$ cat config.mk
export PLATFORM = sky130hd
export DESIGN_NAME = packed_timestamp_minute_adder_top
export DESIGN_NICKNAME = d
export VERILOG_FILES = /design/src/rtl/ptma_pkg.sv /design/src/rtl/ptma_divmod60.sv /design/src/rtl/ptma_time_step.sv /design/src/rtl/ptma_date_step.sv /design/src/rtl/packed_timestamp_minute_adder_top.sv
export SDC_FILE = /design/constraint.sdc
export NUM_CORES = 1
export LEC_CHECK = 0
export CAP_MARGIN = 20
export CORE_UTILIZATION = 55
export DETAILED_ROUTE_END_ITERATION = 16
export DONT_BUFFER_PORTS = 1
export PLACE_DENSITY = 0.73
export REMOVE_ABC_BUFFERS = 1
export SLEW_MARGIN = 15
export SYNTH_ARGS = -nofsm -noshare
export SYNTH_HDL_FRONTEND = slang
export SYNTH_SLANG_ARGS = --single-unit
$ cat constraint.sdc
create_clock -name clk -period 11.7 [get_ports clk]
set_input_delay 0.585 -clock clk [delete_from_list [all_inputs] [get_ports clk]]
set_output_delay 0.585 -clock clk [all_outputs]
set_load 0.03 [all_outputs]
$ cat src/rtl/ptma_pkg.sv
// Shared types, field widths and calendar helpers for the packed timestamp minute adder.
package ptma_pkg;

  // Field widths of the packed stamp
  localparam int YEAR_W   = 6;
  localparam int MONTH_W  = 4;
  localparam int DAY_W    = 5;
  localparam int HOUR_W   = 5;
  localparam int MIN_W    = 6;
  localparam int OFFSET_W = 16;
  localparam int STAMP_IN_W  = 32;
  localparam int STAMP_OUT_W = 31;
  localparam int PAD_W       = 5;

  // Quotient by 60 of a 16-bit magnitude: q = (mag * RECIP_60) >> RECIP_SHIFT
  localparam int PROD_W      = 31;
  localparam int QUOT_W      = 10;
  localparam int RECIP_SHIFT = 21;
  localparam logic [16:0] RECIP_60 = 17'd34953;

  localparam logic [QUOT_W-1:0] MAX_HOURS = 10'd12;
  localparam logic [MONTH_W-1:0] JANUARY  = 4'd1;
  localparam logic [MONTH_W-1:0] FEBRUARY = 4'd2;
  localparam logic [MONTH_W-1:0] APRIL    = 4'd4;
  localparam logic [MONTH_W-1:0] JUNE     = 4'd6;
  localparam logic [MONTH_W-1:0] SEPTEMBER = 4'd9;
  localparam logic [MONTH_W-1:0] NOVEMBER = 4'd11;
  localparam logic [MONTH_W-1:0] DECEMBER = 4'd12;

  typedef struct packed {
    logic [YEAR_W-1:0]  yr;
    logic [MONTH_W-1:0] mo;
    logic [DAY_W-1:0]   dy;
    logic [HOUR_W-1:0]  hr;
    logic [MIN_W-1:0]   mn;
  } stamp_t;

  // Day carry or borrow requested by the hour/minute logic
  typedef struct packed {
    logic fwd;
    logic bwd;
  } day_step_t;

  // Leap years: the year offset only spans 2000..2063, so the century rule
  // only touches offset 0 (2000), which is a leap year. Divisible by 4 is enough.
  function automatic logic [DAY_W-1:0] days_in(input logic [YEAR_W-1:0] yr,
                                                input logic [MONTH_W-1:0] mo);
    logic leap;
    logic [DAY_W-1:0] len;
    leap = (yr[1:0] == 2'd0);
    case (mo)
      FEBRUARY:  len = leap ? 5'd29 : 5'd28;
      APRIL:     len = 5'd30;
      JUNE:      len = 5'd30;
      SEPTEMBER: len = 5'd30;
      NOVEMBER:  len = 5'd30;
      default:   len = 5'd31;
    endcase
    return len;
  endfunction

  function automatic stamp_t unpack_stamp(input logic [STAMP_IN_W-1:0] s);
    stamp_t f;
    f.yr = s[30:25];
    f.mo = s[24:21];
    f.dy = s[20:16];
    f.hr = s[15:11];
    f.mn = s[10:5];
    return f;
  endfunction

  function automatic logic [STAMP_OUT_W-1:0] pack_stamp(input stamp_t f);
    return {f.yr, f.mo, f.dy, f.hr, f.mn, {PAD_W{1'b0}}};
  endfunction

endpackage

$ cat src/rtl/ptma_divmod60.sv
// Splits the signed minute offset into an hour amount and leftover minutes.
module ptma_divmod60 (
  input  logic [ptma_pkg::OFFSET_W-1:0] offset,
  output logic                          neg,
  output logic                          nonzero,
  output logic [3:0]                    hour_amt,
  output logic [ptma_pkg::MIN_W-1:0]    rem
);

  logic [ptma_pkg::OFFSET_W-1:0] mag;
  logic [ptma_pkg::PROD_W-1:0]   prod;
  logic [ptma_pkg::QUOT_W-1:0]   quot;
  logic [ptma_pkg::OFFSET_W-1:0] quot_x60;
  logic [ptma_pkg::OFFSET_W-1:0] rem_full;

  // Magnitude; -32768 maps to 16'h8000, still correct as unsigned
  assign neg     = offset[ptma_pkg::OFFSET_W-1];
  assign nonzero = (offset != '0);
  assign mag     = neg ? (~offset + 16'd1) : offset;

  // Reciprocal multiply, exact for every magnitude up to 2^15
  assign prod = {15'd0, mag} * {14'd0, ptma_pkg::RECIP_60};
  assign quot = prod[ptma_pkg::RECIP_SHIFT +: ptma_pkg::QUOT_W];

  // Remainder = mag - 60*q, 60*q as shift-subtract (64q - 4q)
  assign quot_x60 = {quot, 6'd0} - {4'd0, quot, 2'd0};
  assign rem_full = mag - quot_x60;
  assign rem      = rem_full[ptma_pkg::MIN_W-1:0];

  // Hour part applied only when its magnitude is at most twelve
  assign hour_amt = (quot <= ptma_pkg::MAX_HOURS) ? quot[3:0] : 4'd0;

endmodule

$ cat src/rtl/ptma_time_step.sv
// Hour and minute arithmetic; reports a day carry or borrow.
module ptma_time_step (
  input  logic [ptma_pkg::HOUR_W-1:0] hr,
  input  logic [ptma_pkg::MIN_W-1:0]  mn,
  input  logic                        neg,
  input  logic                        nonzero,
  input  logic [3:0]                  hour_amt,
  input  logic [ptma_pkg::MIN_W-1:0]  rem,
  output logic [ptma_pkg::HOUR_W-1:0] hr_new,
  output logic [ptma_pkg::MIN_W-1:0]  mn_new,
  output ptma_pkg::day_step_t         day_step
);

  logic       pos;
  logic [6:0] msum;
  logic [6:0] mdiff;
  logic       min_carry;
  logic       min_borrow;
  logic [5:0] hsum;
  logic [6:0] hdiff;
  logic       hr_carry;
  logic       hr_borrow;

  assign pos = nonzero && !neg;

  // Minutes: add with carry past 59, or subtract with borrow below zero
  assign msum       = {1'b0, mn} + {1'b0, rem};
  assign mdiff      = {1'b0, mn} - {1'b0, rem};
  assign min_carry  = pos && (msum > 7'd59);
  assign min_borrow = neg && mdiff[6];

  // Hours: hour part and minute carry folded into one add/subtract.
  // Forward carry only fires when something was actually added, so an
  // out-of-range hour with nothing added is left alone.
  assign hsum      = {1'b0, hr} + {2'd0, hour_amt} + {5'd0, min_carry};
  assign hr_carry  = pos && (hsum > 6'd23) && ((hour_amt != 4'd0) || min_carry);
  assign hdiff     = {2'd0, hr} - {3'd0, hour_amt} - {6'd0, min_borrow};
  assign hr_borrow = neg && hdiff[6];

  always_comb begin
    hr_new = hr;
    mn_new = mn;
    if (neg) begin
      mn_new = min_borrow ? 6'(mdiff + 7'd60) : mdiff[5:0];
      hr_new = hr_borrow ? 5'(hdiff + 7'd24) : hdiff[4:0];
    end else if (pos) begin
      mn_new = min_carry ? 6'(msum - 7'd60) : msum[5:0];
      hr_new = hr_carry ? 5'(hsum - 6'd24) : hsum[4:0];
    end
  end

  assign day_step.fwd = hr_carry;
  assign day_step.bwd = hr_borrow;

endmodule

$ cat src/rtl/ptma_date_step.sv
// One-day step forward or backward through day, month and year.
module ptma_date_step (
  input  logic [ptma_pkg::YEAR_W-1:0]  yr,
  input  logic [ptma_pkg::MONTH_W-1:0] mo,
  input  logic [ptma_pkg::DAY_W-1:0]   dy,
  input  ptma_pkg::day_step_t          day_step,
  output logic [ptma_pkg::YEAR_W-1:0]  yr_new,
  output logic [ptma_pkg::MONTH_W-1:0] mo_new,
  output logic [ptma_pkg::DAY_W-1:0]   dy_new
);

  logic [5:0]                     dnext;
  logic                           fwd_over;
  logic [ptma_pkg::YEAR_W-1:0]    prev_yr;
  logic [ptma_pkg::MONTH_W-1:0]   prev_mo;

  // Forward: roll to the 1st when past the current month's length
  assign dnext    = {1'b0, dy} + 6'd1;
  assign fwd_over = dnext > {1'b0, ptma_pkg::days_in(yr, mo)};

  // Backward: previous month and its year, for the borrowed length
  assign prev_mo = (mo <= ptma_pkg::JANUARY) ? ptma_pkg::DECEMBER : (mo - 4'd1);
  assign prev_yr = (mo <= ptma_pkg::JANUARY) ? (yr - 6'd1) : yr;

  always_comb begin
    yr_new = yr;
    mo_new = mo;
    dy_new = dy;
    if (day_step.fwd) begin
      if (fwd_over) begin
        dy_new = 5'd1;
        if (mo >= ptma_pkg::DECEMBER) begin
          mo_new = ptma_pkg::JANUARY;
          yr_new = yr + 6'd1;
        end else begin
          mo_new = mo + 4'd1;
        end
      end else begin
        dy_new = dnext[4:0];
      end
    end else if (day_step.bwd) begin
      if (dy <= 5'd1) begin
        mo_new = prev_mo;
        yr_new = prev_yr;
        dy_new = ptma_pkg::days_in(prev_yr, prev_mo);
      end else begin
        dy_new = dy - 5'd1;
      end
    end
  end

endmodule

$ cat src/rtl/packed_timestamp_minute_adder_top.sv
// Top level of the packed timestamp minute adder: input register, datapath, result register.
//
// Adds a signed minute offset to a packed calendar stamp (year offset, month,
// day, hour, minute) and returns the adjusted stamp in the same layout.
// Input channel: in_valid / in_stall with stamp_in and minute_offset; a request
// is taken on a rising edge with in_valid high and in_stall low.
// Output channel: out_valid / out_stall with stamp_out; a result is taken on a
// rising edge with out_valid high and out_stall low.
// A request taken on the input channel goes through the input register, one pass
// of logic and the result register before its result shows on stamp_out.
// Throughput: one request per cycle unless the receiver stalls. The sustained rate
// is set by the single register-to-register pass (divide by 60, hour/minute add, one
// day step). When the receiver stalls, the result register holds; the input register
// still takes one more request if it is empty, then in_stall rises until the result moves.
// Reset (rst, synchronous) empties both stages; no results are pending after it.
module packed_timestamp_minute_adder_top (
  input  logic                               clk,
  input  logic                               rst,
  input  logic                               in_valid,
  output logic                               in_stall,
  input  logic [ptma_pkg::STAMP_IN_W-1:0]    stamp_in,
  input  logic [ptma_pkg::OFFSET_W-1:0]      minute_offset,
  output logic                               out_valid,
  input  logic                               out_stall,
  output logic [ptma_pkg::STAMP_OUT_W-1:0]   stamp_out
);

  logic                           s1_valid;
  ptma_pkg::stamp_t               s1_stamp;
  logic [ptma_pkg::OFFSET_W-1:0]  s1_offset;
  logic                           out_load;
  logic                           in_take;

  logic                           neg;
  logic                           nonzero;
  logic [3:0]                     hour_amt;
  logic [ptma_pkg::MIN_W-1:0]     rem;
  logic [ptma_pkg::HOUR_W-1:0]    hr_new;
  logic [ptma_pkg::MIN_W-1:0]     mn_new;
  ptma_pkg::day_step_t            day_step;
  ptma_pkg::stamp_t               res;

  // Pipeline flow control
  assign out_load = !out_valid || !out_stall;
  assign in_stall = s1_valid && !out_load;
  assign in_take  = in_valid && !in_stall;

  // Input register
  always_ff @(posedge clk) begin
    if (rst) begin
      s1_valid <= 1'b0;
    end else if (!in_stall) begin
      s1_valid <= in_valid;
    end
  end

  always_ff @(posedge clk) begin
    if (in_take) begin
      s1_stamp  <= ptma_pkg::unpack_stamp(stamp_in);
      s1_offset <= minute_offset;
    end
  end

  // Datapath
  ptma_divmod60 u_divmod60 (
    .offset   (s1_offset),
    .neg      (neg),
    .nonzero  (nonzero),
    .hour_amt (hour_amt),
    .rem      (rem)
  );

  ptma_time_step u_time_step (
    .hr       (s1_stamp.hr),
    .mn       (s1_stamp.mn),
    .neg      (neg),
    .nonzero  (nonzero),
    .hour_amt (hour_amt),
    .rem      (rem),
    .hr_new   (hr_new),
    .mn_new   (mn_new),
    .day_step (day_step)
  );

  ptma_date_step u_date_step (
    .yr       (s1_stamp.yr),
    .mo       (s1_stamp.mo),
    .dy       (s1_stamp.dy),
    .day_step (day_step),
    .yr_new   (res.yr),
    .mo_new   (res.mo),
    .dy_new   (res.dy)
  );

  assign res.hr = hr_new;
  assign res.mn = mn_new;

  // Result register
  always_ff @(posedge clk) begin
    if (rst) begin
      out_valid <= 1'b0;
    end else if (out_load) begin
      out_valid <= s1_valid;
    end
  end

  always_ff @(posedge clk) begin
    if (out_load && s1_valid) begin
      stamp_out <= ptma_pkg::pack_stamp(res);
    end
  end

  // Checks
  a_reset_empties: assert property (@(posedge clk) rst |=> !out_valid && !s1_valid)
    else $error("pipeline not empty after reset");

  a_stall_only_when_full: assert property (@(posedge clk) disable iff (rst)
    in_stall |-> s1_valid && out_valid && out_stall)
    else $error("input stalled while pipeline can advance");

  a_stage_moves: assert property (@(posedge clk) disable iff (rst)
    s1_valid && out_load |=> out_valid)
    else $error("request lost between stages");

  a_no_day_both_ways: assert property (@(posedge clk) disable iff (rst)
    s1_valid |-> !(day_step.fwd && day_step.bwd))
    else $error("day carry and borrow at once");

  a_zero_offset_passes: assert property (@(posedge clk) disable iff (rst)
    s1_valid && out_load && (s1_offset == '0)
    |=> stamp_out == ptma_pkg::pack_stamp($past(s1_stamp)))
    else $error("zero offset changed the stamp");

endmodule
==> summary by stage, run 1 <==
Global route
The final global-route overflow total is 0. The overall routing resource usage is between 20 and 25%. The via count of the first global-routing pass is 5817. The first global-routing pass estimated 27.00 mm of wire. The number of antenna violations at the first check in global routing was 0.

The maximum number of pins on one net before global-route repair is 43.

Logic synthesis
Among all flip-flop cells after synthesis, the most frequent one is edfxtp_1. The average instance in the mapped netlist occupies 9.651 um2. The number of synthesized register bits is 70. The count of flip-flops with a built-in enable after synthesis is 68. Yosys printed 0 warnings. The gate count of the mapped netlist is 785. The portion of the post-synthesis area used by sequential elements is 27.48%. The post-synthesis instance area is 7576 um2.

The fraction of synthesis flops using an asynchronous set or reset pin is 0%. The unique cell type count in the Yosys netlist is 81.

Floorplan
The number of ports placed on the die boundary is 85. The effective utilization at floorplan is a little under three fifths. The die boundary width is around 120 um. Row generation in the floorplan step produced 42 rows. The vertical die dimension is 119.4 um.

The die covers 14250 um2. The standard cell core area is 13350 um2.

Worst setup path
The slowest stage of the critical path belongs to the cell fa_1. The internal reg-to-reg setup slack is 0.71 ns. The critical path launch point is s1_offset[0]. The worst reg2reg path depth is 39.

In this run the worst path has a maximum fanout of 13. STA puts the critical path data arrival time at 11.08 ns. The data required time of the critical path is ~12 ns.

The critical path class is reg -> reg. STA classifies the critical path startpoint as a register. The worst setup path is captured at a register. In this run the worst setup path terminates at stamp_out[27].

For this run, the slowest stage of the critical path takes 0.65 ns. The endpoint identified for the worst register-to-register timing path is stamp_out[27]. The startpoint identified for the worst register-to-register timing path is s1_offset[0].

Clocking
For this design, the CTS-stage hold fixing added 0 buffers. TritonCTS built the clock tree. The number of buffers added by the clock tree synthesis step is 9. Post-CTS repair changed the size of 0 cells. The latest clock arrival within the worst-skew pair is 0.34 ns. The number of sinks driven by the clock tree is 70. The clock passes through at most 2 buffers. The buffer count from post-CTS setup fixing is 0. The clock input transition at the sequential cells of the worst setup and hold paths is approximately 0.050 ns. CTS placed an instance of clkbuf_16 at the clock tree root. The deepest level of the CTS H-tree is 3.

Timing
Across the routed clock network, the largest skew measured is 0.01001 ns. The relative slew slack is 33.92%. The worst path in the final design needs a cycle of 10.99 ns, including I/O delays and setup. Timing would allow up to 90.96 MHz.

The part of the cycle the worst path needs is 93.97%. Setup violations remaining at the end of the flow were counted as 0. The max-slew violation count is 0.

At the pin with the least slew margin, the transition time is 0.9887 ns. In the final timing run, aggregate negative setup slack is 0 ns. The number of hold-slack violations in the final timing report is 0. Setup repair after global routing left no endpoint under its margin.

Finish
The final layout contains 992 nets. The share of final-layout standard cells stronger than drive strength 1 is roughly 5.9%. The area growth from synthesis to layout is 6.061%.

The antenna cell count is 0. The top cell types in the final layout, fill and taps aside, are ha_1 (137), inv_1 (73), edfxtp_1 (68), nor2_1 (64), a21oi_1 (53). Leaving out fill and tap cells, the most frequent cell in the layout is ha_1.

Placed design
The HPWL after detailed placement is 12.88 mm. The count of port buffers added during placement is 0. Routability-driven placement finished with a final weighted congestion of 0.8801.

Drt
After detailed routing, the number of remaining DRC violations is 0. Across all layers, the routed design uses 5749 vias. The iteration count of the initial detailed-routing pass is 5. The number of nets with antenna violations after routing is 0.

The post-detailed-route wirelength per cell is 17.37 um. The detailed-route wire length is 16.66 mm. The count of routing violations after the opening detailed-route iteration is 297. Using the TritonRoute via totals, the vias-per-cell ratio works out to 5.995.

Run
Max-cap violations in this run came to 0.

Outcome
The flow ran to the end, and the final reports show no timing, DRC or antenna violations.

Hold path
The path class of the tightest hold or removal check is in -> reg.
-- per-layer routing --
metal / track usage [%] / share of wire [%]
met1: 27.03 / 43
met2: 44.73 / 51
met3: 4.215 / 4.6
met4: 9.688 / 2.2
met5: 0 / 0
-- worst max-delay path: cells and delay by family, from the launching register on --
| family | cells | cell delay [ns] |
|---|---|---|
| xor+xnor | 5 | 1.34 |
| buf+inv | 4 | 0.31 |
| simple gates | 11 | 2.06 |
| flops | 1 | 0.52 |
| compound gates | 9 | 2.43 |
| fa+ha+maj | 10 | 4.06 |
-- how the worst min path moves through the flow --
stage / slack (ns) / cells after the start / from / to
floorplan: 0.44 / 2 / s1_valid / out_valid
global placement: 0.47 / 2 / s1_valid / out_valid
detailed placement: 0.51 / 2 / s1_valid / out_valid
CTS: 0.31 / 1 / rst / s1_valid
global route: 0.31 / 1 / rst / s1_valid
finish: 0.31 / 1 / rst / s1_valid
-- cells by family (layout without fill, tap and decap cells) --
family / after synthesis / in the layout / share of synthesized area, %
fa+ha+maj: 163 / 163 / 29.36
mux: 11 / 11 / 1.470
flops: 70 / 70 / 27.48
compound gates: 179 / 180 / 15.90
other cells: 1 / 5 / 0.04950
buf+inv: 98 / 91 / 5.268
xor+xnor: 53 / 53 / 6.325
simple gates: 210 / 210 / 14.14
-- Yosys cell counts, types with 10 or more instances --
cell type,n,area share [%]
ha_1,137,23
inv_1,73,3.6
edfxtp_1,68,27
nor2_1,64,3.2
a21oi_1,53,3.5
nand2_1,44,2.2
xnor2_1,42,4.9
o21ai_0,37,2.4
fa_1,25,6.6
nand3_1,17,1.1
nor3_1,16,1.1
clkbuf_1,15,0.74
a31oi_1,12,0.99
a21o_1,10,0.99
mux2i_1,10,1.3
-- state kept, by name, summed over array words and instances, names as in the netlist --
name and count:
s1_stamp 26, out_valid 1, s1_offset 16, stamp_out 26, s1_valid 1
-- per-stage QoR --
| step | hold WS, ns | area [um2] | util, % | setup WS (ns) | instances |
|---|---|---|---|---|---|
| CTS | 0.3076 | 7995 | 59.90 | 0.6034 | 957 |
| finish | 0.3147 | 8035 | 60.20 | 0.7060 | 959 |
| detailed placement | 0.5115 | 7712 | 57.78 | 0.6666 | 941 |
| global route | 0.3114 | 8035 | 60.20 | 0.04743 | 959 |
| global placement | 0.4664 | 7712 | 57.78 | 0.9237 | 941 |
| floorplan | 0.4440 | 7466 | - | 2.064 | 764 |
-- area by class of cell --
type,instances,area (um2)
well taps,176,220.2
clock inverters,5,50.05
repair buffers,2,27.53
flip-flops and latches,70,2082
clock buffers,11,232.7
fillers,1093,5313
inverters,73,274.0
multi-input cells,622,5149
Power of run 1 is left out: the tool's default activity adds up to more than one toggle a clock period on the data nets, which glitch-free logic cannot reach.
==> inputs of run 2 (changes only) <==
Settings changed: CORE_ASPECT_RATIO set to 0.7.
==> run 2 against run 1 <==
Compared with the run above: register-to-register slack gained 0.07 ns; utilization grew 0.52 points; final cell count up 1.0%; global-route usage about the same; setup slack improved by 0.071 ns; hold slack got worse by 0.0066 ns; clock skew is essentially flat; maximum frequency grew 0.65%; first-iteration DRC count up 10%; via count up 1.2%.
==> summary by stage, run 2 (synthesized netlist as in run 1, its figures left out) <==
Finish
The share of final-layout standard cells stronger than drive strength 1 is 6.505%. Leaving out fill and tap cells, the most frequent cell in the layout is ha_1. The synthesis-to-finish area growth is 6.689%. The finished cells cover 8083 um2. Leaving out fill and tap cells, the most frequent cells in the layout are ha_1 (137), inv_1 (73), edfxtp_1 (68), nor2_1 (64), a21oi_1 (53). The repair_antennas step left the layout with diodes totalling 0. The final layout contains 993 nets. In the final layout, the registers with the most flip-flops are s1_stamp: 26 flops, stamp_out: 26 flops, s1_offset: 16 flops.

Floorplan
In this run the horizontal extent of the chip is 142.3 um. The number of placement rows is 35. The die covers about 14000 um2.

The core region is between 10000 and 15000 um2. For this configuration, the core starts out at a cell density of 56.91%. The number of ports placed on the die boundary is 85.

The vertical die dimension is around 100 um.

Timing
The part of the cycle the worst path needs is a little over 90%. For the pin with the worst max-slew slack, the measured transition is 0.9467 ns. The number of endpoints failing setup at the final stage is 0. Static timing analysis puts the maximum clock frequency at 91.55 MHz. The max-slew violation count came to 0. After routing, the total negative slack on setup checks comes to 0 ns. In the post-route analysis, the smallest setup slack over all paths is 0.7770 ns.

The number of hold-slack violations in the final timing report is 0. Setup repair after global routing left no endpoint under its margin. Final hold analysis gives a worst-case slack of a little over 0.3 ns. The setup skew after layout is 0.01036 ns. The worst pin sits at a relative slew slack of 36.30%. The worst path needs 10.92 ns of the cycle, external delays included.

Placed design
The weighted congestion reported at the end of routability-driven placement is 0.9489. The total cell area at the placement stage is between 7000 and 8000 um2. Timing analysis after detailed placement gives a worst setup slack of roughly 0.74 ns. Buffers placed on the I/O ports in this run total 0. The post-DP HPWL is between 10 and 15 mm.

Worst setup path
On the worst path, the slowest cell contributes a delay of 0.69 ns. The slowest cell on the critical path is fa_1. The startpoint of the worst register-to-register path is s1_offset[3]. The family with the most delay on the worst path is adder cells. In this run the worst path has a maximum fanout of 13. By startpoint and endpoint, the worst setup path is classified as reg -> reg.

Counting both buffers and inverters, the worst setup path holds a total of 4. The data required time of the critical path is between 10 and 15 ns. At the worst endpoint, the arrival time is 11.07 ns. The startpoint type of the worst setup path is a register. STA classifies the critical path endpoint as a register. The critical path launch point is s1_offset[3].

Global route
The number of antenna violations at the first check in global routing came to 0. The final global-route overflow total is 0. The via count of the first global-routing pass is ~5500.

Entering global routing, the biggest net connects 27 pins. The first global-routing pass estimated 26.73 mm of wire. For this run, the total global-route usage over all layers was measured as 24.08%.

Drt
For this run, the detailed router's first-pass iteration total came to 6. Once detail routing completed, the nets flagged for antenna violations numbered 0. The detailed router finished its first iteration with between 300 and 400 violations.

The post-detailed-route wirelength per cell is around 17 um. After detailed routing, the number of remaining DRC violations is 0. The routed layout has around 5800 vias. After detailed routing, the total wire length is 16.60 mm. Using the TritonRoute via totals, the vias-per-cell ratio works out to ~6.

Clocking
The latest clock arrival within the worst-skew pair is 0.34 ns. The clock input transition at the sequential cells of the worst setup and hold paths is 0.06 ns. The quantity of hold-fixing buffers added after cts is 0. The number of buffers added by the clock tree synthesis step is 9. CTS built an H-tree with a depth of 3. Buffers added to address setup during post-CTS repair amount to 0. The maximum count of clock buffers along a single path is 2. The tree built by TritonCTS fans out to 70 sinks.

The clock root buffer master is clkbuf_16. The TritonCTS clock tree is yes.

Outcome
The run finished with clean final reports.

Hold path
The worst hold path belongs to the class in -> reg. The beginning of the worst hold path is rst.

Run
Max-cap violations in this run came to 0.
## run 2: cell count changes in the layout (fill, tap and decap cells not counted), moves of 2 or more
cell,delta
clkinv_4,+3
clkbuf_1,-2
clkinv_1,-2
buf_4,+2
## run 2: routing by layer
metal  global-route usage, %  share of wire, %  wire length (um)  up-vias
met5                       0                 0                 0        -
met4                   4.797              0.72               119        0
met3                   5.153               6.5              1085       14
met2                   37.78                44              7338      211
met1                   34.30                49              8052     2778
li1                        -                 -                 -     2814
## run 2: metrics by stage
step,std cells,util (%)
final,969,60.71
after floorplan,764,-
after CTS,968,60.56
after global routing,969,60.71
after global placement,952,58.07
after detailed placement,952,58.07
## run 2: what timing repair did
action,CTS,global route
endpoints found under the hold margin,0,0
setup endpoints to repair,0,9
resized for setup,0,1
## run 2: path summary, 6_finish.rpt
check | end | slack (ns) | cells past startpoint
setup / recovery | stamp_out[20] | 0.78 | 40
hold / removal | out_valid | 0.31 | 1
setup reg to reg | stamp_out[20] | 0.78 | 40
hold reg to reg | out_valid | 0.49 | 2
## run 2: area by class of cell
| cell class | count | area (um2) |
|---|---|---|
| Tap cell | 185 | 231.5 |
| Clock buffer | 9 | 225.2 |
| Fill cell | 1118 | 5230 |
| Clock inverter | 7 | 106.4 |
| Multi-Input combinational cell | 622 | 5141 |
| Sequential cell | 70 | 2082 |
| Inverter | 73 | 274.0 |
| Timing Repair Buffer | 3 | 22.52 |
Power of run 2 is left out for the same reason.
==> inputs of run 3 (changes only) <==
Settings changed: RECOVER_POWER set to 100.
==> run 3 against run 2 <==
Compared with the run above: the run now ends with capacitance limit, slew limit left; utilization fell by 0.23 points; sequential share of layout area grew 0.10 points; non-clock buffer count unchanged; final cell count is the same; die area unchanged; design area fell by 0.39%.
==> summary by stage, run 3 (synthesized netlist as in run 1, its figures left out) <==
Outcome
The run finished, with violations left. The checks that failed: capacitance limit, slew limit.

Finish
In the final layout, the registers with the most flip-flops are s1_stamp: 26 flops, stamp_out: 26 flops, s1_offset: 16 flops. The top cell types in the final layout, fill and taps aside, are ha_1 (137), inv_1 (73), edfxtp_1 (68), nor2_1 (64), a21oi_1 (53). The share of final-layout standard cells stronger than drive strength 1 is slightly below 6%.

The antenna cell count is 0. The most common cell after layout, fill and taps aside is ha_1. In the final design database the tool counted 993 nets. The synthesis-to-finish area growth is 6.276%.

Timing
The setup skew after layout is roughly 0.010 ns. The number of endpoints failing setup at the final stage is 0. In the final timing run, aggregate negative setup slack is 0 ns. Setup repair after global routing left no endpoint under its margin. The max-slew violation count was 27. The number of hold-slack violations in the final timing report came to 0. Measured against its own limit, the worst slew margin works out to -1.811%. The actual transition at the worst max-transition pin is 1.527 ns.

The post-route minimum period is 10.91 ns. The final critical path takes up approximately 93% of the cycle. Derived from the worst setup path, the maximum achievable clock frequency is 91.68 MHz.

Worst setup path
The maximum single-stage delay on the critical path is 0.69 ns. Along the worst path, the maximum fanout reaches 13. The critical path class is reg -> reg.

The internal reg-to-reg setup slack is 0.79 ns. The worst reg2reg path depth is 40. The startpoint type of the worst setup path is a register. The critical path data arrival time is 11.05 ns.

The worst reg2reg path endpoint is stamp_out[20]. The slowest cell on the critical path is fa_1. The nature of the critical path endpoint is a register. For the worst setup path, the data required time is 11.84 ns. The startpoint of the worst register-to-register path is s1_offset[3].

Placed design
Routability-driven placement finished with a final weighted congestion of 0.9489. Summed over all nets, the half-perimeter wirelength after detailed placement is roughly 13 mm. The count of port buffers added during placement is 0.

Clocking
The number of setup buffers added after CTS is 0. Clock tree synthesis selected as its root buffer the cell clkbuf_16. After clock tree synthesis, the clock-pin slew on the worst setup and hold paths is 0.06 ns. The H-tree was split into 3 levels.

The number of buffers added by the clock tree synthesis step is 9. At the later pin of the worst-skew pair, clock insertion delay measures 0.34 ns. The number of sinks driven by the clock tree is 70.

The maximum count of clock buffers along a single path is 2. TritonCTS built the clock tree.

Global route
The via count of the first global-routing pass was roughly 5500. Entering global routing, the biggest net connects 27 pins. The overall routing resource usage is 24.08%. The number of antenna violations at the first check in global routing is 0. The global-route wire length before repair is about 27 mm.

For this run the aggregate overflow at the end of global routing stands at 0.

Hold path
The min-delay analysis places its worst path in the category in -> reg. Along the worst hold path, the cell count comes to 1. The worst hold path begins at rst. The worst hold path terminates at out_valid.

Floorplan
The die boundary width is approximately 140 um. The floorplan step defined a core boundary enclosing 13310 um2. The full die area is roughly 14000 um2. The die is 100.2 um tall. The floorplan has 35 rows.

The effective utilization at floorplan is between 50% and 60%. The number of ports placed on the die boundary is 85.

Drt
Dividing the detail-routed wire length by the instance count gives 17.11 um. The routed via count is approximately 5800. The via count normalized by instance count is 5.982. The number of remaining DRC errors is 0. After the first detailed-routing iteration, the DRC count stood at 382. In this run the remaining antenna-violating nets after routing total 0.

The first detailed-routing pass ran for 5 iterations. The detailed-route wire length is 16.58 mm.

Run
Max-cap violations in this run came to 1.
run 3: worst max-delay path by stage:
stage / cells after the start / startpoint / slack [ns] / to
2_1_floorplan: 42 / s1_offset[3] / 2.06 / stamp_out[18]
3_3_place_gp: 38 / s1_offset[3] / 1.08 / stamp_out[20]
3_5_place_dp: 38 / s1_offset[3] / 0.74 / stamp_out[20]
4_1_cts: 39 / s1_offset[3] / 0.63 / stamp_out[20]
5_1_grt: 40 / s1_offset[3] / 0.04 / stamp_out[20]
6_report: 40 / s1_offset[3] / 0.79 / stamp_out[20]
run 3: cell type report:
cell class,instances,area [um2]
sequential,70,2082
timing repair buffer,3,15.01
fill,1124,5261
tap,185,231.5
multi-input combinational,622,5117
clock inverter,7,106.4
inverter,73,274.0
clock buffer,9,225.2
run 3: layer usage:
metal | track usage (%) | vias up | share of wire, %
met2 | 37.78 | 217 | 44
li1 | - | 2817 | -
met3 | 5.153 | 16 | 6.4
met4 | 4.797 | 0 | 0.79
met5 | 0 | - | 0
met1 | 34.30 | 2747 | 49
run 3: critical path, delay by kind of cell, from the launching register on:
family / cells / cell delay (ns)
AO/OA/AOI/OAI: 11 / 2.83
AND/OR/NAND/NOR: 10 / 2.06
flip-flops: 1 / 0.50
buffers and inverters: 4 / 0.31
adder cells (fa/ha/maj): 9 / 3.47
XOR/XNOR: 6 / 1.50
run 3: repair_timing:
action | 4_1_cts | 5_1_grt
hold buffers | 0 | 0
resized for setup | 0 | 1
endpoints found under the hold margin | 0 | 0
endpoints found under the setup margin | 0 | 9
run 3: metrics by stage:
step                      util [%]  hold WS (ns)  instance area (um2)  std cells  worst slack (ns)
after floorplan                  -        0.4440                 7466        764             2.064
after global placement       58.07        0.4585                 7731        952             1.082
after detailed placement     58.07        0.4722                 7731        952            0.7399
after CTS                    60.56        0.3045                 8063        968            0.6329
after global routing         60.48        0.3045                 8051        969           0.04058
final                        60.48        0.3079                 8051        969            0.7924
Power of run 3 is left out for the same reason.
